<file path="config.mk">
export PLATFORM = sky130hd
export DESIGN_NAME = dfs_leaf_path_finder_top
export DESIGN_NICKNAME = d
export VERILOG_FILES = /design/src/rtl/dlpf_pkg.sv /design/src/rtl/dfs_leaf_path_finder_top.sv /design/src/rtl/dlpf_child_ram.sv
export SDC_FILE = /design/constraint.sdc
export NUM_CORES = 2
export LEC_CHECK = 0
export ABC_AREA = 1
export BUFFER_PORTS_ARGS = -buffer_cell sky130_fd_sc_hd__buf_2
export CAP_MARGIN = 5
export CORE_MARGIN = 5
export CORE_UTILIZATION = 56
export DETAILED_ROUTE_END_ITERATION = 7
export PLACE_DENSITY = 0.73
export SYNTH_ARGS = -nofsm -noshare
export SYNTH_HDL_FRONTEND = slang
export SYNTH_HIERARCHICAL = 1
export SYNTH_SLANG_ARGS = --single-unit
export TNS_END_PERCENT = 100
</file>
<file path="constraint.sdc">
create_clock -name clk_i -period 9.93 [get_ports clk_i]
set_input_delay 0.4965 -clock clk_i [delete_from_list [all_inputs] [get_ports clk_i]]
set_output_delay 0.4965 -clock clk_i [all_outputs]
set_load 0.01 [all_outputs]
</file>
<file path="src/rtl/dlpf_pkg.sv">
// ----------------------------------------------------------------------------
// dlpf_pkg: shared types and constants of the depth-first leaf path finder
// Node encoding, field widths, command codes and register indexes.
// ----------------------------------------------------------------------------
package dlpf_pkg;

  // Width of one node number as it travels on the ports and in the child lists.
  localparam int unsigned NODE_W = 4;
  // Width of the packed path, one node per nibble.
  localparam int unsigned PATH_W = 64;
  // Width of the path length field.
  localparam int unsigned LEN_W  = 5;
  // Width of the node count register.
  localparam int unsigned CFG_W  = 5;

  typedef logic [NODE_W-1:0] node_t;

  // Commands carried by the mode field of an input beat.
  typedef enum logic [1:0] {
    MODE_ADD    = 2'd0,
    MODE_SEARCH = 2'd1,
    MODE_CLEAR  = 2'd2
  } mode_e;

  // Register index, taken from the word address of the configuration port.
  localparam logic [1:0] REG_NODE_COUNT = 2'd0;

endpackage

</file>
<file path="src/rtl/dfs_leaf_path_finder_top.sv">
// ----------------------------------------------------------------------------
// dfs_leaf_path_finder_top: depth-first leaf path finder
// Loads a directed graph edge by edge and, on a search command, reports
// every root-to-leaf path found by a depth-first walk, then a done beat.
// ----------------------------------------------------------------------------
//
// Channel   Direction  Handshake                 Contents
// s_axis    in         s_axis_tvalid/tready      command beat: mode, parent, child
// m_axis    out        m_axis_tvalid/tready      path beat, tlast on the done beat
// apb       in         psel/penable/pready       node_count register at address 0
//
// An add or clear beat completes in the cycle it is accepted. A search scans the root
// candidates, reads each child list entry from memory and then checks it as visited,
// returns to the parent level, or to the scan after each walk, sends a path beat per
// leaf and ends with the done beat; the single memory read port sets this order. The
// input is not ready during a search, and a stalled output holds the sequencer. Reset
// clears counts, flag and control state; node_count resets to 16.
//
module dfs_leaf_path_finder_top #(
  parameter int unsigned MAX_NODES    = 16,
  parameter int unsigned MAX_CHILDREN = 16
) (
  input  logic        clk_i,
  input  logic        rst_ni,
  // Input stream.
  input  logic        s_axis_tvalid,
  output logic        s_axis_tready,
  input  logic [15:0] s_axis_tdata,   // mode[1:0], parent[5:2], child[9:6]
  // Output stream.
  output logic        m_axis_tvalid,
  input  logic        m_axis_tready,
  output logic [79:0] m_axis_tdata,   // path_packed[63:0], path_length[68:64],
                                      // leaf_node[72:69], list_overflow[73]
  output logic        m_axis_tlast,   // search_done
  // Configuration port.
  input  logic        psel,
  input  logic        penable,
  input  logic        pwrite,
  input  logic [3:0]  paddr,
  input  logic [31:0] pwdata,
  output logic [31:0] prdata,
  output logic        pready
);

  localparam int unsigned CW        = $clog2(MAX_CHILDREN + 1);
  localparam int unsigned MEM_DEPTH = MAX_NODES * MAX_CHILDREN;
  localparam int unsigned AW        = (MEM_DEPTH > 1) ? $clog2(MEM_DEPTH) : 1;
  localparam int unsigned DW        = $clog2(MAX_NODES + 1);
  localparam int unsigned LW        = $clog2(MAX_NODES);
  localparam int unsigned NW        = dlpf_pkg::NODE_W;

  typedef enum logic [2:0] {
    S_IDLE,
    S_ROOT,
    S_WALK,
    S_CHK,
    S_EMIT,
    S_DONE
  } state_e;

  state_e                         state_q;
  logic [dlpf_pkg::CFG_W-1:0]     node_count_q;
  logic [CW-1:0]                  cnt_q [MAX_NODES];
  logic [CW-1:0]                  nxt_q [MAX_NODES];
  logic [MAX_NODES-1:0]           visited_q;
  logic [dlpf_pkg::PATH_W-1:0]    path_q;
  logic [DW-1:0]                  depth_q;
  logic [DW-1:0]                  root_q;
  logic                           overflow_q;

  logic                           out_valid_q;
  logic [dlpf_pkg::PATH_W-1:0]    out_path_q;
  logic [dlpf_pkg::LEN_W-1:0]     out_len_q;
  dlpf_pkg::node_t                out_leaf_q;
  logic                           out_last_q;
  logic                           out_ovf_q;

  // Decoded input fields.
  logic [1:0]                     in_mode;
  dlpf_pkg::node_t                in_parent;
  dlpf_pkg::node_t                in_child;
  logic                           in_accept;

  logic [DW-1:0]                  n_eff;
  logic [LW-1:0]                  top_lvl;
  dlpf_pkg::node_t                top_node;
  logic [CW-1:0]                  top_next;
  logic [LW-1:0]                  cnt_addr;
  logic [CW-1:0]                  cnt_rd;
  logic                           out_free;
  logic                           out_load;
  logic                           apb_wr;
  logic                           add_in_range;
  logic                           child_ok;
  logic [dlpf_pkg::PATH_W-1:0]    path_masked;

  logic                           ram_wr_en;
  logic [AW-1:0]                  ram_wr_addr;
  logic                           ram_rd_en;
  logic [AW-1:0]                  ram_rd_addr;
  dlpf_pkg::node_t                ram_rd_data;

  assign in_mode   = s_axis_tdata[1:0];
  assign in_parent = s_axis_tdata[5:2];
  assign in_child  = s_axis_tdata[9:6];

  assign s_axis_tready = (state_q == S_IDLE);
  assign in_accept     = s_axis_tvalid && s_axis_tready;

  assign pready = 1'b1;
  assign apb_wr = psel && penable && pwrite && pready;
  assign prdata = (paddr[3:2] == dlpf_pkg::REG_NODE_COUNT)
                  ? {{(32 - dlpf_pkg::CFG_W){1'b0}}, node_count_q} : 32'd0;

  // Effective node count: zero acts as one, anything above the limit saturates.
  always_comb begin
    if (node_count_q == '0) begin
      n_eff = DW'(1);
    end else if (node_count_q > dlpf_pkg::CFG_W'(MAX_NODES)) begin
      n_eff = DW'(MAX_NODES);
    end else begin
      n_eff = DW'(node_count_q);
    end
  end

  // The top of the walk stack. The node numbers of the stack live in the
  // path register, one nibble per level, so the path is always ready to send.
  assign top_lvl  = LW'(depth_q - DW'(1));
  assign top_node = path_q[NW*top_lvl +: NW];
  assign top_next = nxt_q[top_lvl];

  // One read of the child counts per cycle, addressed by what the current
  // state looks at.
  always_comb begin
    case (state_q)
      S_IDLE:  cnt_addr = in_parent[LW-1:0];
      S_ROOT:  cnt_addr = root_q[LW-1:0];
      S_CHK:   cnt_addr = ram_rd_data[LW-1:0];
      default: cnt_addr = top_node[LW-1:0];
    endcase
  end
  assign cnt_rd = cnt_q[cnt_addr];

  assign add_in_range = ({1'b0, in_parent} < dlpf_pkg::LEN_W'(n_eff)) &&
                        ({1'b0, in_child}  < dlpf_pkg::LEN_W'(n_eff));

  // A child just read from memory is entered if it is in range and unvisited.
  assign child_ok = ({1'b0, ram_rd_data} < dlpf_pkg::LEN_W'(n_eff)) &&
                    !visited_q[ram_rd_data[LW-1:0]];

  assign out_free = !out_valid_q || m_axis_tready;
  // The output register takes a new beat in this cycle.
  assign out_load = out_free && ((state_q == S_EMIT) || (state_q == S_DONE));

  // Child list memory access.
  always_comb begin
    ram_wr_en   = in_accept && (in_mode == dlpf_pkg::MODE_ADD) && add_in_range &&
                  (cnt_rd < CW'(MAX_CHILDREN));
    ram_wr_addr = AW'(int'(in_parent[LW-1:0]) * MAX_CHILDREN + int'(cnt_rd));
    ram_rd_en   = (state_q == S_WALK) && (depth_q != '0) && (top_next < cnt_rd);
    ram_rd_addr = AW'(int'(top_node[LW-1:0]) * MAX_CHILDREN + int'(top_next));
  end

  // Nibbles at and above the current depth are stale stack entries.
  always_comb begin
    for (int i = 0; i < dlpf_pkg::PATH_W / NW; i++) begin
      path_masked[NW*i +: NW] = (dlpf_pkg::LEN_W'(i) < dlpf_pkg::LEN_W'(depth_q))
                                ? path_q[NW*i +: NW] : '0;
    end
  end

  dlpf_child_ram #(
    .DEPTH (MEM_DEPTH),
    .AW    (AW)
  ) u_child_ram (
    .clk_i     (clk_i),
    .wr_en_i   (ram_wr_en),
    .wr_addr_i (ram_wr_addr),
    .wr_data_i (in_child),
    .rd_en_i   (ram_rd_en),
    .rd_addr_i (ram_rd_addr),
    .rd_data_o (ram_rd_data)
  );

  // Sequencer and registered outputs.
  always_ff @(posedge clk_i or negedge rst_ni) begin
    if (!rst_ni) begin
      state_q      <= S_IDLE;
      node_count_q <= dlpf_pkg::CFG_W'(16);
      for (int i = 0; i < MAX_NODES; i++) begin
        cnt_q[i] <= '0;
        nxt_q[i] <= '0;
      end
      visited_q    <= '0;
      path_q       <= '0;
      depth_q      <= '0;
      root_q       <= '0;
      overflow_q   <= 1'b0;
      out_valid_q  <= 1'b0;
      out_path_q   <= '0;
      out_len_q    <= '0;
      out_leaf_q   <= '0;
      out_last_q   <= 1'b0;
      out_ovf_q    <= 1'b0;
    end else begin
      if (out_valid_q && m_axis_tready && !out_load) begin
        out_valid_q <= 1'b0;
      end

      if (apb_wr && (paddr[3:2] == dlpf_pkg::REG_NODE_COUNT)) begin
        node_count_q <= pwdata[dlpf_pkg::CFG_W-1:0];
      end

      case (state_q)
        S_IDLE: begin
          if (in_accept) begin
            case (dlpf_pkg::mode_e'(in_mode))
              dlpf_pkg::MODE_ADD: begin
                if (add_in_range) begin
                  if (cnt_rd >= CW'(MAX_CHILDREN)) begin
                    overflow_q <= 1'b1;
                  end else begin
                    cnt_q[in_parent[LW-1:0]] <= cnt_rd + CW'(1);
                  end
                end
              end
              dlpf_pkg::MODE_SEARCH: begin
                visited_q <= '0;
                depth_q   <= '0;
                root_q    <= '0;
                state_q   <= S_ROOT;
              end
              dlpf_pkg::MODE_CLEAR: begin
                for (int i = 0; i < MAX_NODES; i++) begin
                  cnt_q[i] <= '0;
                end
                overflow_q <= 1'b0;
              end
              default: begin
              end
            endcase
          end
        end

        S_ROOT: begin
          if (root_q == n_eff) begin
            state_q <= S_DONE;
          end else if (visited_q[root_q[LW-1:0]]) begin
            root_q <= root_q + DW'(1);
          end else begin
            visited_q[root_q[LW-1:0]] <= 1'b1;
            path_q[NW-1:0]            <= NW'(root_q);
            nxt_q[0]                  <= '0;
            depth_q                   <= DW'(1);
            state_q                   <= (cnt_rd == '0) ? S_EMIT : S_WALK;
          end
        end

        S_WALK: begin
          if (depth_q == '0) begin
            root_q  <= root_q + DW'(1);
            state_q <= S_ROOT;
          end else if (top_next >= cnt_rd) begin
            depth_q <= depth_q - DW'(1);
          end else begin
            nxt_q[top_lvl] <= top_next + CW'(1);
            state_q        <= S_CHK;
          end
        end

        S_CHK: begin
          state_q <= S_WALK;
          if (child_ok) begin
            visited_q[ram_rd_data[LW-1:0]] <= 1'b1;
            if (depth_q < DW'(MAX_NODES)) begin
              path_q[NW*LW'(depth_q) +: NW] <= ram_rd_data;
              nxt_q[LW'(depth_q)]           <= '0;
              depth_q                       <= depth_q + DW'(1);
              if (cnt_rd == '0) begin
                state_q <= S_EMIT;
              end
            end
          end
        end

        S_EMIT: begin
          if (out_free) begin
            out_valid_q <= 1'b1;
            out_path_q  <= path_masked;
            out_len_q   <= dlpf_pkg::LEN_W'(depth_q);
            out_leaf_q  <= top_node;
            out_last_q  <= 1'b0;
            out_ovf_q   <= overflow_q;
            depth_q     <= depth_q - DW'(1);
            state_q     <= S_WALK;
          end
        end

        S_DONE: begin
          if (out_free) begin
            out_valid_q <= 1'b1;
            out_path_q  <= '0;
            out_len_q   <= '0;
            out_leaf_q  <= '0;
            out_last_q  <= 1'b1;
            out_ovf_q   <= overflow_q;
            state_q     <= S_IDLE;
          end
        end

        default: begin
          state_q <= S_IDLE;
        end
      endcase
    end
  end

  assign m_axis_tvalid = out_valid_q;
  assign m_axis_tlast  = out_last_q;
  assign m_axis_tdata  = {6'd0, out_ovf_q, out_leaf_q, out_len_q, out_path_q};

  // The walk stack never grows past one level per node.
  a_depth_bound: assert property (@(posedge clk_i) disable iff (!rst_ni)
    depth_q <= DW'(MAX_NODES))
    else $error("walk stack deeper than the node limit");

  // The stack is empty whenever the block takes commands.
  a_idle_empty: assert property (@(posedge clk_i) disable iff (!rst_ni)
    (state_q == S_IDLE) |-> (depth_q == '0))
    else $error("walk stack not empty while idle");

  // A path beat always carries at least its root, the done beat carries none.
  a_path_len: assert property (@(posedge clk_i) disable iff (!rst_ni)
    out_valid_q |-> ((out_len_q == '0) == out_last_q))
    else $error("path length disagrees with the done marker");

  // A search command starts the root scan in the next cycle.
  a_search_start: assert property (@(posedge clk_i) disable iff (!rst_ni)
    (in_accept && (in_mode == dlpf_pkg::MODE_SEARCH)) |=> (state_q == S_ROOT))
    else $error("search command did not start the walk");

endmodule

</file>
<file path="src/rtl/dlpf_child_ram.sv">
// ----------------------------------------------------------------------------
// dlpf_child_ram: child list storage
// Simple dual-port memory of node numbers, with one write port and a registered read port.
// ----------------------------------------------------------------------------
module dlpf_child_ram #(
  parameter int unsigned DEPTH = 256,
  parameter int unsigned AW    = 8
) (
  input  logic                 clk_i,
  input  logic                 wr_en_i,
  input  logic [AW-1:0]        wr_addr_i,
  input  dlpf_pkg::node_t      wr_data_i,
  input  logic                 rd_en_i,
  input  logic [AW-1:0]        rd_addr_i,
  output dlpf_pkg::node_t      rd_data_o
);

  dlpf_pkg::node_t mem [DEPTH];
  dlpf_pkg::node_t rd_data_q;

  always_ff @(posedge clk_i) begin
    if (wr_en_i) begin
      mem[wr_addr_i] <= wr_data_i;
    end
  end

  always_ff @(posedge clk_i) begin
    if (rd_en_i) begin
      rd_data_q <= mem[rd_addr_i];
    end
  end

  assign rd_data_o = rd_data_q;

endmodule

</file>
Word level (Yosys, flattened, before mapping)
Memory sizes are Yosys's and may differ from the RTL's. A register that Yosys moved wholly into a read port is not among the register bits.
Cells that the tools add are included.
- register bits after elaboration: 335
- bits in writable memories: 1024
- logic and storage cells: 291
- memories: 1
- memories (name ; depth ; bits a word ; rd ports ; clocked after Yosys merged registers in ; write ports ; line ; source):
    u_child_ram.mem ; 256 ; 4 ; 1 ; 1 ; 1 ; dlpf_child_ram.sv:18 ; dlpf_pkg::node_t mem [DEPTH];
- add/subtract/negate cells: 8
- order comparisons: 36
- equality and inequality tests: 26
- shifts and indexed selects: 3
- mux-type cells: 111
- bitwise logic cells: 8
- reductions and logical operators: 52
- operator list (cell ; number):
    80-bit 2-to-1 mux ; 6
    80-bit bitwise mux ; 2
    80-bit one-hot mux with 2 select lines ; 1
    75-bit one-hot mux with 2 select lines ; 1
    5-bit 2-to-1 mux ; 26
    64-bit 2-to-1 mux ; 2
    64-bit one-hot mux with 2 select lines ; 1
    4-bit 2-to-1 mux ; 22
    80-bit bitwise AND ; 1
    16-bit 2-to-1 mux ; 5
    80-bit inverter ; 1
    64-bit bitwise mux ; 1
    4-bit by 34-bit variable shift with 64-bit output, first input constant ; 1
    4-bit by 34-bit variable part select with 64-bit output ; 1
    64-bit by 7-bit variable part select with 4-bit output ; 1
    5-bit demux with 4-bit select ; 3
    16-bit one-hot mux with 3 select lines ; 1
    5-bit binary-select mux with 4-bit select ; 2
    4-bit by 5-bit less-than comparator with 1-bit output, first input constant ; 8
    6-bit negator with 34-bit output ; 1
    3-bit 2-to-1 mux ; 11
    16-bit OR ; 2
    5-bit one-hot mux with 3 select lines ; 2
    5-bit greater-or-equal comparator, second input constant ; 5
    49 further kinds ; 137

Longest topological paths before layout
- depth after elaboration: 12
- gate-level depth with buffers: 36
- gate-level depth less buffers: 30

Modules after synthesis
The synthesis kept the hierarchy.
- by module, submodules not included (module ; times used ; cells each ; area each (um^2) ; sequential area each (um^2)):
    dlpf_child_ram ; 1 ; 3720 ; 42864.9 ; 30869.6
    dfs_leaf_path_finder_top ; 1 ; 2533 ; 19123.3 ; 8384.3

Worst setup path after synthesis
No wires, ideal clock.
- path type: reg2reg
- start: reg depth_q[0]
- end: reg nxt_q[10] (netlist name)
- setup time: 143 ps
- data arrival time: 5120 ps
- slack: 4667 ps
- cell stages (with the launch flop): 32
- buffers on the path: 8
- clock period less this slack: 5263 ps
- path through: dfrtp_1 -> inv_2 -> buf_2 -> buf_2 -> buf_2 -> buf_2 -> ha_1 -> inv_1 -> buf_2 -> buf_4 -> a21oi_1 -> a22oi_1 -> nor2_1 -> nor2_1 -> nand4_1 -> nand2_1 -> inv_1 -> nand3_2 -> nand2_4 -> inv_4 -> buf_2 -> ha_1 -> a21oi_1 -> o221ai_1 -> a21oi_1 -> nor2_1 -> or2_2 -> a21oi_2 -> buf_2 -> o21ai_0 -> nor2_1 -> o22ai_1
- cells in the longest elaborated chain, start to end: 10
- elaborated cells on any way between the ends: 38
- those cells by class: add/sub: 2; order compare: 6; eq/ne: 3; shift: 1; mux: 17; bitwise: 5; reduce/logical: 4
- RTL lines (what ; line ; source):
    start, declared ; dfs_leaf_path_finder_top.sv:67 ; logic [DW-1:0] depth_q;
    start signal, assigned ; dfs_leaf_path_finder_top.sv:264 ; depth_q <= depth_q - DW'(1);
    start signal, assigned ; dfs_leaf_path_finder_top.sv:278 ; depth_q <= depth_q + DW'(1);
    start signal, assigned ; dfs_leaf_path_finder_top.sv:294 ; depth_q <= depth_q - DW'(1);
    5-bit by 1-bit subtractor with 5-bit output / 4-bit inverter with 5-bit output (equally long branches) ; n/a ;
    64-bit by 7-bit variable part select with 4-bit output (tied with other cells) ; dfs_leaf_path_finder_top.sv:129 ; assign top_node = path_q[NW*top_lvl +: NW];
    4-bit one-hot mux with 3 select lines (tied with other cells) ; dfs_leaf_path_finder_top.sv:135 ; case (state_q)
    4-bit inverter with 5-bit output (not written as such) (tied with other cells) ; dfs_leaf_path_finder_top.sv:142 ; assign cnt_rd = cnt_q[cnt_addr];
    5-bit binary-select mux with 4-bit select (tied with other cells) ; dfs_leaf_path_finder_top.sv:142 ;
    5-bit 2-to-1 mux (not written as such) (tied with other cells) (2 in a row) ; dfs_leaf_path_finder_top.sv:142 ;
    5-bit greater-or-equal comparator (tied with other cells) ; dfs_leaf_path_finder_top.sv:263 ; end else if (top_next >= cnt_rd) begin
    2-bit inequality test (no line) (tied with other cells) ; n/a ;
    5-bit AND reduction (no line) / 75-bit one-hot mux with 2 select lines (equally long branches) ; n/a ;
    end signal, assigned by index ; dfs_leaf_path_finder_top.sv:266 ; nxt_q[top_lvl] <= top_next + CW'(1);
    end, declared ; dfs_leaf_path_finder_top.sv:64 ; logic [CW-1:0] nxt_q [MAX_NODES];
Several ways; a longest one is shown, not always the timed one. The select of a mux whose other input is x is not followed.
A chain may end at the register's enable or synchronous reset.

Worst setup path in the final report
- start: reg depth_q[1]
- end: reg nxt_q[62] (netlist name)
- cells in the longest elaborated chain, start to end: 10
- elaborated cells on any way between the ends: 38
- those cells by class: add/sub: 2; order compare: 6; eq/ne: 3; shift: 1; mux: 17; bitwise: 5; reduce/logical: 4
- RTL lines (what ; line ; source):
    5-bit by 1-bit subtractor with 5-bit output ; n/a ;
    64-bit by 7-bit variable part select with 4-bit output ; dfs_leaf_path_finder_top.sv:129 ;
    4-bit one-hot mux with 3 select lines ; dfs_leaf_path_finder_top.sv:135 ;
    4-bit inverter with 5-bit output (not written as such) ; dfs_leaf_path_finder_top.sv:142 ;
    5-bit binary-select mux with 4-bit select ; dfs_leaf_path_finder_top.sv:142 ;
    5-bit 2-to-1 mux (not written as such) (2 in a row) ; dfs_leaf_path_finder_top.sv:142 ;
    via cnt_rd[1] ; dfs_leaf_path_finder_top.sv:89 ; logic [CW-1:0] cnt_rd;
    5-bit greater-or-equal comparator ; dfs_leaf_path_finder_top.sv:263 ;
    2-bit inequality test (no line) ; n/a ;
    5-bit AND reduction (no line) ; n/a ;
The timed path passes the listed nets, and every way through them passes these cells. The select of a mux whose other input is x is not followed.

==> impl_metrics.env <==
export IMPL_final_seq_area_sq_um=39300
export IMPL_hpwl_um=95000
export IMPL_rr_worst_depth=28
export IMPL_fin_crit_sh_pct=72.4
export IMPL_slowest_stage="a21oi_2"
export IMPL_synthCells=6253
export IMPL_ys_seq_area_share_pct=63.3
export IMPL_r2r_start="depth_q[1]"
export IMPL_arrival_ns=7.79
export IMPL_path_common_cell="nand3_1"
export IMPL_rsz0062_at_grt="false"
export IMPL_tightest_slew_ns=1.30
export IMPL_ys_ff_latch=1363
export IMPL_cts_setup_buffers=0
export IMPL_grt_pass1_wl_um=248000
export IMPL_cts_max_level=4
export IMPL_yosysWarnings=6
export IMPL_slowest_delay_ns=0.69
export IMPL_max_freq_ghz=0.139
export IMPL_worst_r2r_endpoint="nxt_q[62]"
export IMPL_drv_slew=0
export IMPL_synth_edff_count=1028
export IMPL_dr_pass1_iters=8
export IMPL_numClockSinks=1363
export IMPL_synth_top_area_share_pct=49.8
export IMPL_setup_tns_ns=0
export IMPL_grt_max_degree=238
export IMPL_rows=122
export IMPL_synth_largest_area_cell="edfxtp_1"
export IMPL_synthFlopType="edfxtp_1"
export IMPL_drt_iter0_markers=5921
export IMPL_area_growth_pct=8.41
export IMPL_slew_headroom_pct=13.1
export IMPL_min_period_ns=7.19
export IMPL_crit_start="depth_q[1]"
export IMPL_endpoint_kind="register"
export IMPL_totalWireLength_um=162000
export IMPL_layout_commonest_cell="nand2_1"
export IMPL_finalSetupViolCount=0
export IMPL_synth_distinct_cells=61
export IMPL_syn_avg_cell_area_sq_um=9.91
export IMPL_status="complete, but fails checks"
export IMPL_route_detailed_drc=2
export IMPL_ys_top_cells_by_area="edfxtp_1 50%, dfrtp_1 13%, nand2_1 11%"
export IMPL_start_kind="register"
export IMPL_nets=6301
export IMPL_dp_cells=7549
export IMPL_fin_cells=7810
export IMPL_num_io_pins=175
export IMPL_die_w_um=343
export IMPL_fp_dieArea_sq_um=117000
export IMPL_coreArea_sq_um=110000
export IMPL_clock_latency_ns=0.76
export IMPL_root_buffer="clkbuf_16"
export IMPL_wl_per_cell_um=20.8
export IMPL_start_util_pct=56.2
export IMPL_drive_above_1_share_pct=7.59
export IMPL_cp_max_fo=28
export IMPL_ant_nets=0
export IMPL_grt_pass1_vias=43801
export IMPL_skew_ns=0.0453
export IMPL_antenna_found_initial=0
export IMPL_syn_cell_area_sq_um=62000
export IMPL_holdPathStages=3
export IMPL_drv_cap=0
export IMPL_gr_total_overflow=0
export IMPL_final_fill_count=8933
export IMPL_hp_start="pwdata[0]"
export IMPL_worstPathRequired_ns=10.53
export IMPL_critPathKind="reg -> reg"
export IMPL_hold_class="in -> reg"
export IMPL_io_buffers=105
export IMPL_layout_common_cells="1763 x nand2_1, 1157 x nand3_1, 1028 x edfxtp_1"
export IMPL_violations="DRC"
export IMPL_cts_reportedPaths_clkPinSlew_ns=0.06
export IMPL_cts_inserted_buffers=140
export IMPL_grtUsageTotal_pct=27.1
export IMPL_hold_end="node_count_q[0]"
export IMPL_postSynth_asyncResetShare_pct=24.6
export IMPL_vias=45967
export IMPL_routabilityCongestion=0.956
export IMPL_whs_ns=0.0362
export IMPL_clockBufferDepth=3
export IMPL_multi_input_area_sq_um=19000
export IMPL_hold_viol=0
export IMPL_cts_tree="built"
export IMPL_via_per_inst=5.89
export IMPL_rrSetupSlack_ns=2.74
export IMPL_chipHeight_um=343
per-stage QoR:
stage / util [%] / setup WS (ns) / area, sq um
floorplan: - / 4.67 / 62100
global placement: 56.8 / 3.10 / 62700
detailed placement: 56.8 / 3.01 / 62700
CTS: 60.9 / 2.97 / 67200
global route: 60.9 / 2.39 / 67200
finish: 60.9 / 2.74 / 67200
layout make-up:
| type | count | area share [%] |
|---|---|---|
| Antenna cell | 2 | 0.00745 |
| Clock buffer | 186 | 5.73 |
| Clock inverter | 67 | 0.922 |
| Inverter | 381 | 2.18 |
| Multi-Input combinational cell | 4152 | 28.2 |
| Sequential cell | 1363 | 58.4 |
| Tap cell | 1488 | 2.77 |
| Timing Repair Buffer | 171 | 1.75 |
synth_stat cells, drive strengths merged, types with 6 or more instances:
| library cell | count |
|---|---|
| nand2 | 1804 |
| nand3 | 1164 |
| edfxtp | 1028 |
| nor2 | 467 |
| inv | 378 |
| dfrtp | 334 |
| buf | 296 |
| o21ai | 277 |
| a21oi | 148 |
| clkbuf | 93 |
| o22ai | 64 |
| nor3 | 37 |
| ha | 33 |
| nand4 | 32 |
| a32o | 16 |
| o31ai | 9 |
| nor4 | 8 |
| o32ai | 7 |
| xor2 | 7 |
| o211ai | 6 |
how the worst max path moves through the flow:
stage | end | slack, ns | depth (start not counted)
finish | nxt_q[62] | 2.74 | 28
global route | nxt_q[63] | 2.39 | 26
CTS | nxt_q[61] | 2.97 | 28
detailed placement | nxt_q[61] | 3.01 | 28
global placement | nxt_q[63] | 3.10 | 28
floorplan | nxt_q[10] | 4.67 | 31
sequential cells by signal, summed over array words and instances (netlist names):
name,count
m_axis_tlast,1
state_q,3
u_child_ram/rd_data_o,4
nxt_q,80
out_leaf_q,4
m_axis_tvalid,1
overflow_q,1
out_path_q,64
out_ovf_q,1
visited_q,16
root_q,5
u_child_ram/mem,1024
depth_q,5
cnt_q,80
node_count_q,5
out_len_q,5
path_q,64
cells by family after synthesis:
kind of cell | Yosys count | synth area share [%]
buffers and inverters | 770 | 6.30
AOI/OAI and AO/OA | 554 | 5.06
adders and majority gates | 33 | 0.666
other | 2 | 0.0121
and+or+nand+nor | 3521 | 24.5
DFF | 1363 | 63.3
xor gates and xnor gates | 10 | 0.166
worst max-delay path: cells and delay by family (launching register included):
| family | cells | cell delay, ns |
|---|---|---|
| buffers and inverters | 6 | 1.55 |
| AO/OA/AOI/OAI | 6 | 2.31 |
| AND/OR/NAND/NOR | 14 | 1.90 |
| flip-flops | 1 | 0.60 |
| adder cells (fa/ha/maj) | 2 | 0.67 |
timing repair:
action | 4_1_cts | 5_1_grt
hold endpoints to repair | 118 | 0
setup endpoints to repair | 0 | 0
hold buffers | 5 | 0
resized for setup | 0 | 0
per-layer routing:
layer / vias to the layer above / share of wire, % / routed length (um) / track usage, %
met3: 482 / 9.9 / 16100 / 4.93
met4: 0 / 4.6 / 7550 / 12.8
li1: 21190 / - / - / -
met5: - / 0 / 0 / 0
met1: 21807 / 40 / 64900 / 37.3
met2: 2488 / 45 / 73800 / 42.5
Power is left out: the tool's default activity adds up to more than one toggle a clock period on the data nets, which glitch-free logic cannot reach.
